**config.mk**
```make
export PLATFORM = sky130hd
export DESIGN_NAME = decimal_text_to_fixed_point_core
export DESIGN_NICKNAME = d
export VERILOG_FILES = /design/src/rtl/dtfp_pkg.sv /design/src/rtl/dtfp_div.sv /design/src/rtl/decimal_text_to_fixed_point_core.sv
export SDC_FILE = /design/constraint.sdc
export NUM_CORES = 1
export LEC_CHECK = 0
export BUFFER_PORTS_ARGS = -buffer_cell sky130_fd_sc_hd__buf_4
export CAP_MARGIN = 20
export CELL_PAD_IN_SITES_DETAIL_PLACEMENT = 0
export CELL_PAD_IN_SITES_GLOBAL_PLACEMENT = 2
export CORE_UTILIZATION = 44
export DETAILED_ROUTE_END_ITERATION = 7
export PLACE_DENSITY = 0.91
export SYNTH_ARGS = -nofsm -noshare
export SYNTH_HDL_FRONTEND = slang
export SYNTH_HIERARCHICAL = 1
export SYNTH_SLANG_ARGS = --single-unit
```
**constraint.sdc**
```tcl
create_clock -name i_clk -period 8.8 [get_ports i_clk]
set_input_delay 0 -clock i_clk [delete_from_list [all_inputs] [get_ports i_clk]]
set_output_delay 0 -clock i_clk [all_outputs]
set_load 0.05 [all_outputs]
```
**src/rtl/dtfp_pkg.sv**
```systemverilog
// Shared constants, types and tables for the decimal text to fixed point parser.
package dtfp_pkg;

    localparam int FRAC_BITS       = 32;
    localparam int MAX_FRAC_DIGITS = 9;
    localparam int CNT_W           = $clog2(FRAC_BITS + 1);

    localparam logic [30:0] INT_MAX = 31'h7FFF_FFFF;

    localparam logic [7:0] CH_ZERO  = 8'h30;
    localparam logic [7:0] CH_NINE  = 8'h39;
    localparam logic [7:0] CH_POINT = 8'h2E;
    localparam logic [7:0] CH_MINUS = 8'h2D;
    localparam logic [7:0] CH_PLUS  = 8'h2B;
    localparam logic [7:0] CH_SPACE = 8'h20;
    localparam logic [7:0] CH_TAB   = 8'h09;
    localparam logic [7:0] CH_LF    = 8'h0A;
    localparam logic [7:0] CH_VT    = 8'h0B;
    localparam logic [7:0] CH_FF    = 8'h0C;
    localparam logic [7:0] CH_CR    = 8'h0D;

    typedef enum logic [1:0] {
        PH_START = 2'd0,
        PH_INT   = 2'd1,
        PH_FRAC  = 2'd2
    } t_phase;

    typedef enum logic [1:0] {
        S_PARSE = 2'd0,
        S_DIV   = 2'd1,
        S_HOLD  = 2'd2
    } t_state;

    function automatic logic [29:0] pow10(input logic [3:0] n);
        logic [29:0] p;
        case (n)
            4'd0:    p = 30'd1;
            4'd1:    p = 30'd10;
            4'd2:    p = 30'd100;
            4'd3:    p = 30'd1000;
            4'd4:    p = 30'd10000;
            4'd5:    p = 30'd100000;
            4'd6:    p = 30'd1000000;
            4'd7:    p = 30'd10000000;
            4'd8:    p = 30'd100000000;
            4'd9:    p = 30'd1000000000;
            default: p = 30'd1;
        endcase
        return p;
    endfunction

endpackage

```
**src/rtl/dtfp_div.sv**
```systemverilog
// Bit-serial restoring divider for the fraction digits, one quotient bit per cycle.
module dtfp_div (
    input  logic                           i_clk,
    input  logic                           i_rst_n,
    input  logic                           i_start,
    input  logic [29:0]                    i_num,
    input  logic [29:0]                    i_den,
    output logic                           o_done,
    output logic [dtfp_pkg::FRAC_BITS-1:0] o_quo
);

    logic                           r_busy, n_busy;
    logic                           r_done, n_done;
    logic [29:0]                    r_rem, n_rem;
    logic [29:0]                    r_den, n_den;
    logic [dtfp_pkg::FRAC_BITS-1:0] r_quo, n_quo;
    logic [dtfp_pkg::CNT_W-1:0]     r_cnt, n_cnt;

    logic [30:0] shifted;
    logic [31:0] diff;
    logic        ge;

    always_ff @(posedge i_clk) begin
        if (!i_rst_n) begin
            r_busy <= 1'b0;
            r_done <= 1'b0;
        end else begin
            r_busy <= n_busy;
            r_done <= n_done;
        end
    end

    always_ff @(posedge i_clk) begin
        r_rem <= n_rem;
        r_den <= n_den;
        r_quo <= n_quo;
        r_cnt <= n_cnt;
    end

    always_comb begin
        shifted = {r_rem, 1'b0};
        diff    = {1'b0, shifted} - {2'b00, r_den};
        ge      = !diff[31];
        n_busy  = r_busy;
        n_done  = 1'b0;
        n_rem   = r_rem;
        n_den   = r_den;
        n_quo   = r_quo;
        n_cnt   = r_cnt;
        if (i_start) begin
            n_busy = 1'b1;
            n_rem  = i_num;
            n_den  = i_den;
            n_quo  = '0;
            n_cnt  = dtfp_pkg::CNT_W'(dtfp_pkg::FRAC_BITS);
        end else if (r_busy) begin
            n_rem = ge ? diff[29:0] : shifted[29:0];
            n_quo = {r_quo[dtfp_pkg::FRAC_BITS-2:0], ge};
            n_cnt = r_cnt - 1'b1;
            if (r_cnt == dtfp_pkg::CNT_W'(1)) begin
                n_busy = 1'b0;
                n_done = 1'b1;
            end
        end
    end

    assign o_done = r_done;
    assign o_quo  = r_quo;

endmodule

```
**src/rtl/decimal_text_to_fixed_point_core.sv**
```systemverilog
// Top level of the decimal text to fixed point parser.
// The block takes one ASCII character per item and returns one signed Q31.32 number, with a
// saturation flag, when a character ends the number. Whitespace, signs, the decimal point and
// digits are taken directly while the block is ready. A terminating character starts the fraction
// division, which produces one quotient bit per cycle in a bit-serial restoring divider, so the
// block is not ready until that division is done; the next item is then taken even while the
// result still waits in the output register, unless a second number ends before that result
// is taken.
module decimal_text_to_fixed_point_core (
    input  logic               i_clk,
    input  logic               i_rst_n,
    input  logic               i_valid,
    output logic               o_ready,
    input  logic [7:0]         i_ch,
    output logic               o_valid,
    input  logic               i_ready,
    output logic signed [63:0] o_value,
    output logic               o_saturated
);

    dtfp_pkg::t_state r_state, n_state;
    dtfp_pkg::t_phase r_phase, n_phase;
    logic             r_neg, n_neg;
    logic [30:0]      r_int, n_int;
    logic             r_ovf, n_ovf;
    logic [29:0]      r_frac, n_frac;
    logic [3:0]       r_fdig, n_fdig;
    logic             r_lneg, n_lneg;
    logic [30:0]      r_lint, n_lint;
    logic             r_lovf, n_lovf;
    logic             r_ovalid, n_ovalid;
    logic [63:0]      r_value, n_value;
    logic             r_sat, n_sat;

    logic                           accept;
    logic                           is_digit;
    logic                           is_space;
    logic [3:0]                     dval;
    logic [34:0]                    int_prod;
    logic [33:0]                    frac_prod;
    logic                           div_start;
    logic                           div_done;
    logic [dtfp_pkg::FRAC_BITS-1:0] div_quo;
    logic [63:0]                    mag;
    logic                           out_free;

    dtfp_div u_div (
        .i_clk   (i_clk),
        .i_rst_n (i_rst_n),
        .i_start (div_start),
        .i_num   (r_frac),
        .i_den   (dtfp_pkg::pow10(r_fdig)),
        .o_done  (div_done),
        .o_quo   (div_quo)
    );

    always_ff @(posedge i_clk) begin
        if (!i_rst_n) begin
            r_state  <= dtfp_pkg::S_PARSE;
            r_phase  <= dtfp_pkg::PH_START;
            r_neg    <= 1'b0;
            r_int    <= '0;
            r_ovf    <= 1'b0;
            r_frac   <= '0;
            r_fdig   <= '0;
            r_ovalid <= 1'b0;
        end else begin
            r_state  <= n_state;
            r_phase  <= n_phase;
            r_neg    <= n_neg;
            r_int    <= n_int;
            r_ovf    <= n_ovf;
            r_frac   <= n_frac;
            r_fdig   <= n_fdig;
            r_ovalid <= n_ovalid;
        end
    end

    always_ff @(posedge i_clk) begin
        r_lneg  <= n_lneg;
        r_lint  <= n_lint;
        r_lovf  <= n_lovf;
        r_value <= n_value;
        r_sat   <= n_sat;
    end

    always_comb begin
        accept    = i_valid && (r_state == dtfp_pkg::S_PARSE);
        is_digit  = (i_ch >= dtfp_pkg::CH_ZERO) && (i_ch <= dtfp_pkg::CH_NINE);
        is_space  = (i_ch == dtfp_pkg::CH_SPACE) || (i_ch == dtfp_pkg::CH_TAB) ||
                    (i_ch == dtfp_pkg::CH_LF) || (i_ch == dtfp_pkg::CH_CR) ||
                    (i_ch == dtfp_pkg::CH_VT) || (i_ch == dtfp_pkg::CH_FF);
        dval      = 4'(i_ch - dtfp_pkg::CH_ZERO);
        int_prod  = ({4'b0, r_int} << 3) + ({4'b0, r_int} << 1) + 35'(dval);
        frac_prod = ({4'b0, r_frac} << 3) + ({4'b0, r_frac} << 1) + 34'(dval);
        mag       = (64'(r_lint) << dtfp_pkg::FRAC_BITS) | 64'(div_quo);
        out_free  = !r_ovalid || i_ready;

        n_state   = r_state;
        n_phase   = r_phase;
        n_neg     = r_neg;
        n_int     = r_int;
        n_ovf     = r_ovf;
        n_frac    = r_frac;
        n_fdig    = r_fdig;
        n_lneg    = r_lneg;
        n_lint    = r_lint;
        n_lovf    = r_lovf;
        n_ovalid  = r_ovalid && !i_ready;
        n_value   = r_value;
        n_sat     = r_sat;
        div_start = 1'b0;

        case (r_state)
            dtfp_pkg::S_PARSE: begin
                if (accept) begin
                    if ((r_phase != dtfp_pkg::PH_INT) && (r_phase != dtfp_pkg::PH_FRAC) &&
                        is_space) begin
                        n_phase = r_phase;
                    end else if ((r_phase != dtfp_pkg::PH_INT) &&
                                 (r_phase != dtfp_pkg::PH_FRAC) &&
                                 ((i_ch == dtfp_pkg::CH_PLUS) ||
                                  (i_ch == dtfp_pkg::CH_MINUS))) begin
                        n_neg   = (i_ch == dtfp_pkg::CH_MINUS);
                        n_phase = dtfp_pkg::PH_INT;
                    end else if ((r_phase != dtfp_pkg::PH_FRAC) && is_digit) begin
                        n_phase = dtfp_pkg::PH_INT;
                        if (r_ovf || (int_prod > 35'(dtfp_pkg::INT_MAX))) begin
                            n_int = dtfp_pkg::INT_MAX;
                            n_ovf = 1'b1;
                        end else begin
                            n_int = int_prod[30:0];
                        end
                    end else if ((r_phase != dtfp_pkg::PH_FRAC) &&
                                 (i_ch == dtfp_pkg::CH_POINT)) begin
                        n_phase = dtfp_pkg::PH_FRAC;
                    end else if ((r_phase == dtfp_pkg::PH_FRAC) && is_digit) begin
                        if (r_fdig < 4'(dtfp_pkg::MAX_FRAC_DIGITS)) begin
                            n_frac = frac_prod[29:0];
                            n_fdig = r_fdig + 4'd1;
                        end
                    end else begin
                        div_start = 1'b1;
                        n_state   = dtfp_pkg::S_DIV;
                        n_lneg    = r_neg;
                        n_lint    = r_int;
                        n_lovf    = r_ovf;
                        n_phase   = dtfp_pkg::PH_START;
                        n_neg     = 1'b0;
                        n_int     = '0;
                        n_ovf     = 1'b0;
                        n_frac    = '0;
                        n_fdig    = '0;
                    end
                end
            end
            dtfp_pkg::S_DIV, dtfp_pkg::S_HOLD: begin
                if (div_done || (r_state == dtfp_pkg::S_HOLD)) begin
                    if (out_free) begin
                        n_ovalid = 1'b1;
                        n_value  = r_lneg ? (64'd0 - mag) : mag;
                        n_sat    = r_lovf;
                        n_state  = dtfp_pkg::S_PARSE;
                    end else begin
                        n_state = dtfp_pkg::S_HOLD;
                    end
                end
            end
            default: begin
                n_state = dtfp_pkg::S_PARSE;
            end
        endcase
    end

    assign o_ready     = (r_state == dtfp_pkg::S_PARSE);
    assign o_valid     = r_ovalid;
    assign o_value     = r_value;
    assign o_saturated = r_sat;

endmodule
```
==> After elaboration in Yosys (flattened, before gate mapping) <==
Memory sizes are Yosys's and may differ from the RTL's. A register that Yosys moved wholly into a read port is not among the register bits.
Cells that the tools add are included.
{ "op_classes": {"add_sub_neg": 9, "n_lt_le_gt_ge": 4, "n_eq_ne": 30, "n_mux": 45, "bitwise_logic": 8, "n_reduce_logical": 33} }
{ "ops": {"columns": ["operator", "n"], "rows": [
  ["$mux W30", 5],
  ["$mux W31", 4],
  ["$mux W64", 1],
  ["$sub A1 B63 Y64 const A", 1],
  ["$or A63 B32 Y63", 1],
  ["$eq A8 B4 Y1 const B", 5],
  ["$add A34 B32 Y35", 1],
  ["$add A35 B4 Y35", 1],
  ["$gt A35 B31 Y1 const B", 1],
  ["$eq A8 B6 Y1 const B", 4],
  ["$sub A31 B30 Y32", 1],
  ["$add A30 B30 Y30", 1],
  ["$add A30 B4 Y30", 1],
  ["$reduce_and A7 Y1", 4],
  ["$mux W2", 12],
  ["$ne A2 B2 Y1 const B", 12],
  ["$mux W1", 20],
  ["$reduce_and A6 Y1", 2],
  ["$logic_and A1 B1 Y1", 9],
  ["$logic_or A1 B1 Y1", 9],
  ["$ge A8 B6 Y1 const B", 1],
  ["$le A8 B6 Y1 const B", 1],
  ["$mux W4", 2],
  ["$ne A2 B1 Y1 const B", 4],
  ["17 further kinds", 26]
]} }
{ "totals": {"ff_bits": 240, "rom_bits": 480, "inputBits": 12, "out_inout_bits": 67, "wordCells": 148, "n_memories": 1} }
{ "mem_list": {"columns": ["name", "words", "word_bits", "rd", "rd_ports_with_merged_regs", "write_ports", "line", "rtl"], "rows": [
  ["(name not given)", 16, 30, 1, 1, 0, "dtfp_pkg.sv:36", "case (n)"]
]} }

==> Logic depth before layout (Yosys ltp) <==
{ "depth": {"ltp_word": 11, "depth_mapped": 14, "depth_no_buf": 13} }

==> Modules after synthesis <==
The synthesis kept the hierarchy.
{ "modules_own_cells": {"columns": ["mod", "instances", "cells_each", "area_per_inst_um2", "seq_area_each_um2"], "rows": [
  ["decimal_text_to_fixed_point_core", 1, 1195, 11792.6, 4844.6],
  ["dtfp_div", 1, 564, 5519.0, 2602.5]
]} }

==> Worst setup path after synthesis <==
No wires, ideal clock.
{ "synth_timing": {"kind": "register to register", "from": "register r_state[1]", "to": "register r_sat (netlist: o_saturated) (enable)", "setup_ps": 496, "arrival_time_ps": 3699, "required_time_ps": 8304, "setup_slack_ps": 4605, "path_stages_with_launch": 5, "n_path_buf": 0, "period_less_slack_ps": 4195, "path_cell_list": "dfxtp_1 > inv_1 > ha_1 > o21ai_0 > nor2b_1"} }
{ "synth_via": {"elab_chain_len": 3, "word_cells_on_any_way": 5, "classes_between": "2 x eq/ne; 3 x reduce/logical"} }
{ "synth_rtl": {"columns": ["element", "line", "rtl"], "rows": [
  ["start, declared", "decimal_text_to_fixed_point_core.sv:21", "dtfp_pkg::t_state r_state, n_state;"],
  ["start signal, assigned", "decimal_text_to_fixed_point_core.sv:59", "r_state <= dtfp_pkg::S_PARSE;"],
  ["start signal, assigned", "decimal_text_to_fixed_point_core.sv:68", "r_state <= n_state;"],
  ["$eq A2 B2 Y1 or $eq A2 B1 Y1 (tied branches)", "decimal_text_to_fixed_point_core.sv:114, decimal_text_to_fixed_point_core.sv:158", null],
  ["$reduce_or A2 Y1 or $logic_or A1 B1 Y1 (tied branches)", "decimal_text_to_fixed_point_core.sv:114, decimal_text_to_fixed_point_core.sv:158", null],
  ["$reduce_and A3 Y1 (no line) (*)", null, null],
  ["end signal, assigned", "decimal_text_to_fixed_point_core.sv:84", "r_sat <= n_sat;"],
  ["end, declared", "decimal_text_to_fixed_point_core.sv:33", "logic r_sat, n_sat;"]
]} }
Every way passes the cells marked *; elsewhere a longest branch is shown, timed or not.
A chain may end at the register's enable or synchronous reset.

==> Final worst setup path <==
{ "layout_timing": {"from": "register r_int[0]", "to": "register r_int[0]"} }
{ "layout_via": {"elab_chain_len": 6} }
{ "layout_rtl": {"columns": ["element", "line", "rtl"], "rows": [
  ["start, declared", "decimal_text_to_fixed_point_core.sv:24", "logic [30:0] r_int, n_int;"],
  ["start signal, assigned", "decimal_text_to_fixed_point_core.sv:71", "r_int <= n_int;"],
  ["$add A34 B32 Y35", "decimal_text_to_fixed_point_core.sv:94", "int_prod = ({4'b0, r_int} << 3) + ({4'b0, r_int} << 1) + 35'(dval);"],
  ["$add A35 B4 Y35", "decimal_text_to_fixed_point_core.sv:94", null],
  ["$gt A35 B31 Y1", "decimal_text_to_fixed_point_core.sv:128", "if (r_ovf || (int_prod > 35'(dtfp_pkg::INT_MAX))) begin"],
  ["$logic_or A1 B1 Y1", "decimal_text_to_fixed_point_core.sv:128", null],
  ["$mux W31", "decimal_text_to_fixed_point_core.sv:128", null],
  ["$mux W31", "decimal_text_to_fixed_point_core.sv:126", "end else if ((r_phase != dtfp_pkg::PH_FRAC) && is_digit) begin"]
]} }
Every way passes these cells.

==> run_results.csv <==
group,metric,value,unit
clock_tree,cts_resized,0,
synthesis,synth_warnings,6,
synthesis,synth.top_cell.area_share,27.41,%
timing,setup-violations-final,0,
synthesis,synth-compound-area-share,17.85,%
detailed_routing,routed_wl,42150,µm
synthesis,async_reset_ff_share,0,%
pwr,p_int,2896,µW
final_layout,drive_above_1_share,10.25,%
synthesis,ys_seq_elements,293,
place,numPortBuffers,78,
clock_tree,cts-root-buf,"clkbuf_16",
timing,whs,0.04992,ns
final_layout,area_delta_synth_final,13.46,%
floorplan,std_cell_rows,72,
pwr,p_leak,0.008219,µW
pwr,p_total,4191,µW
detailed_routing,route.detailed.drc,0,
detailed_routing,drt_iter0_markers,889,
timing,finalMaxSlewViolations,0,
timing,finClkSkew,0.03337,ns
pwr,power-per-cell-area,213.4,nW/µm²
pwr,ir_drop,0.0001379,V
status,status,"completed",
final_layout,nets,2001,
place,dpl_cell_area,18390,µm²
synthesis,synth-edff-count,158,
place,hpwl,30850,µm
synthesis,synth_top_family_by_area,"compound AO/OA/AOI/OAI gates",
grt,grt_pass1_wl,68990,µm
clock_tree,clk_latency,0.54,ns
synthesis,netlist_top_cells_area,"edfxtp_1, dfxtp_1, ha_1",
floorplan,io_pins,79,
critical_path,worst-setup-path-type,"reg2reg",
timing,max_slew.worst_pin.slew,1.028,ns
timing,post-route-period-util,55.22,%
timing,relSlewSlack,31.30,%
pwr,seqPwrFrac,39.2,%
job,drv_cap,0,
timing,layout_setup_ws,3.941,ns
synthesis,synth_area,17310,µm²
grt,grt_max_degree,75,
grt,antenna_found_initial,0,
floorplan,start_util,44.69,%
synthesis,yosys.cell_count.top_type,"nand2_1",
timing,fin_crit,4.859,ns
pwr,p_sw,1295,µW
pwr,p_sw_share,30.91,%
final_layout,antenna-diode-count,0,
synthesis,synthAdderAreaFrac,11.93,%
timing,setup_tns,0,ns
critical_path,arrival,5.22,ns
pwr,clock_power_share,35.9,%
timing,rsz0062_at_grt,"no",
clock_tree,cts.sinks,293,
grt,grt_pass1_vias,12860,
grt,grt_usage,21.01,%
synthesis,yosysUniqueCellTypes,89,
critical_path,start_kind,"flop",
hold_path,holdCritPathClass,"in2reg",
floorplan,die_h,200.4,µm
synthesis,syn-num-nets,1933,
clock_tree,cts_buffer_depth,3,
synthesis,synth.avg_cell_area,9.842,µm²
clock_tree,htree_levels,2,
detailed_routing,drtAntennaViolNets,0,
detailed_routing,wire_per_inst,17.78,µm
synthesis,synth_common_cells,"nand2_1, edfxtp_1, ha_1",
synthesis,yosys.area_share.simple,14.68,%
critical_path,end_kind,"flop",
place,place.gp.congestion,0.8729,
synthesis,synth_area_leader_cell,"edfxtp_1",
detailed_routing,vias,13240,
synthesis,synth_flop_cell,"edfxtp_1",
final_layout,stdcell_area,19640,µm²
synthesis,yosys.area_share.xor_xnor,6.678,%
clock_tree,clkSlewWorstSetupHoldPaths,0.06,ns
synthesis,postSynthCellCount,1759,
final_layout,fillers,3626,
clock_tree,tritoncts,"yes",
grt,grt_overflow_total,0,
synthesis,synth.area.mux_share,2.428,%
timing,max_freq,205.8,MHz
floorplan,coreArea,38740,µm²
floorplan,dieArea,40140,µm²
detailed_routing,via_per_inst,5.586,
clock_tree,numCtsBuffers,34,
synthesis,seq_area_frac_synth,43.02,%
clock_tree,cts_setup_buffers,0,
detailed_routing,drtPass1Iterations,5,
timing,hold_viol_final,0,
critical_path,required,9.16,ns
place,place_ws,3.960,ns
critical_path,cp_max_fo,16,
pwr,p_comb_share,24.9,%
floorplan,die_w,200.4,µm
==> critical path, stage by stage, from the launching register on <==
cell and delay (ns):
dfxtp_1 0.37, inv_1 0.07, fa_1 0.55, inv_1 0.06
ha_1 0.30, a211oi_1 0.33, o211ai_1 0.18, a41oi_1 0.51
a211o_1 0.28, a211oi_1 0.14, or4_1 0.44, o211a_2 0.20
nor4_4 0.77, buf_4 0.37, o21ai_1 0.11
==> kinds of logic (layout without fill, tap and decap cells) <==
logic type,Yosys count,after routing
and+or+nand+nor,512,512
AOI/OAI and AO/OA,470,470
DFF,293,293
adders and majority gates,162,162
buffers and inverters,148,242
xor gates and xnor gates,132,132
muxes,42,42
==> repair_timing <==
action,4_1_cts,5_1_grt
setup endpoints to repair,0,0
endpoints found under the hold margin,18,0
hold buffers,6,0
==> stage by stage <==
step	cells	util, %
detailed placement	2303	47.47
floorplan	1759	-
global route	2371	50.70
finish	2371	50.70
global placement	2302	47.44
CTS	2371	50.70
==> cell type report <==
cell class	instances	area (µm²)	area share, %
Multi-Input combinational cell	1318	9289	47.29
Timing Repair Buffer	98	754.5	3.841
Inverter	82	307.8	1.567
Tap cell	518	648.1	3.300
Sequential cell	293	7448	37.92
Clock buffer	36	879.6	4.478
Clock inverter	26	314.1	1.599
==> placed cells by master, fill, tap and decap left out, drive strengths merged, types with 18 or more instances in the layout <==
| cell | instances |
|---|---|
| xor2 | 34 |
| or3 | 18 |
| nand4 | 18 |
| a31oi | 32 |
| nand3 | 38 |
| buf | 92 |
| o21ai | 107 |
| a211oi | 26 |
| a21oi | 121 |
| nor3 | 25 |
| a22oi | 21 |
| edfxtp | 158 |
| a21o | 36 |
| dfxtp | 135 |
| o31ai | 28 |
| ha | 157 |
| xnor2 | 98 |
| nand2 | 161 |
| clkbuf | 36 |
| nor2 | 145 |
| mux2i | 42 |
| inv | 87 |
==> power groups by stage <==
stage | combinational, µW | sequential, µW | clock, µW
2_1_floorplan | 841 | 1640 | 0
3_3_place_gp | 1020 | 1670 | 0
3_5_place_dp | 1030 | 1670 | 0
4_1_cts | 1040 | 1640 | 1540
5_1_grt | 1170 | 1650 | 1590
6_report | 1040 | 1640 | 1510
==> registers in the layout, summed over array words and instances (netlist names), 2 cells and up, named ones only <==
| signal | flops |
|---|---|
| o_value | 64 |
| r_fdig | 4 |
| r_frac | 30 |
| r_int | 31 |
| r_lint | 31 |
| r_phase | 2 |
| r_state | 2 |
| u_div/o_quo | 32 |
| u_div/r_cnt | 6 |
| u_div/r_den | 30 |
| u_div/r_rem | 30 |
==> worst paths after layout <==
path / slack [ns] / to / cells after the start / start
max: 3.94 / r_int[0] / 14 / r_int[0]
min: 0.05 / r_phase[0] / 5 / i_ch[7]
max reg2reg: 3.94 / r_int[0] / 14 / r_int[0]
min reg2reg: 0.39 / u_div/r_den[16] / 0 / flop
==> per-layer routing <==
layer	track usage, %	wire (µm)	share of wire, %	vias to the layer above
met3	2.945	1542	3.7	50
met5	0	0	0	-
met4	4.935	740	1.8	0
met1	31.11	21700	51	6367
li1	-	-	-	6611
met2	32.25	18170	43	216
No activity file was read; power rests on OpenSTA's default activity.
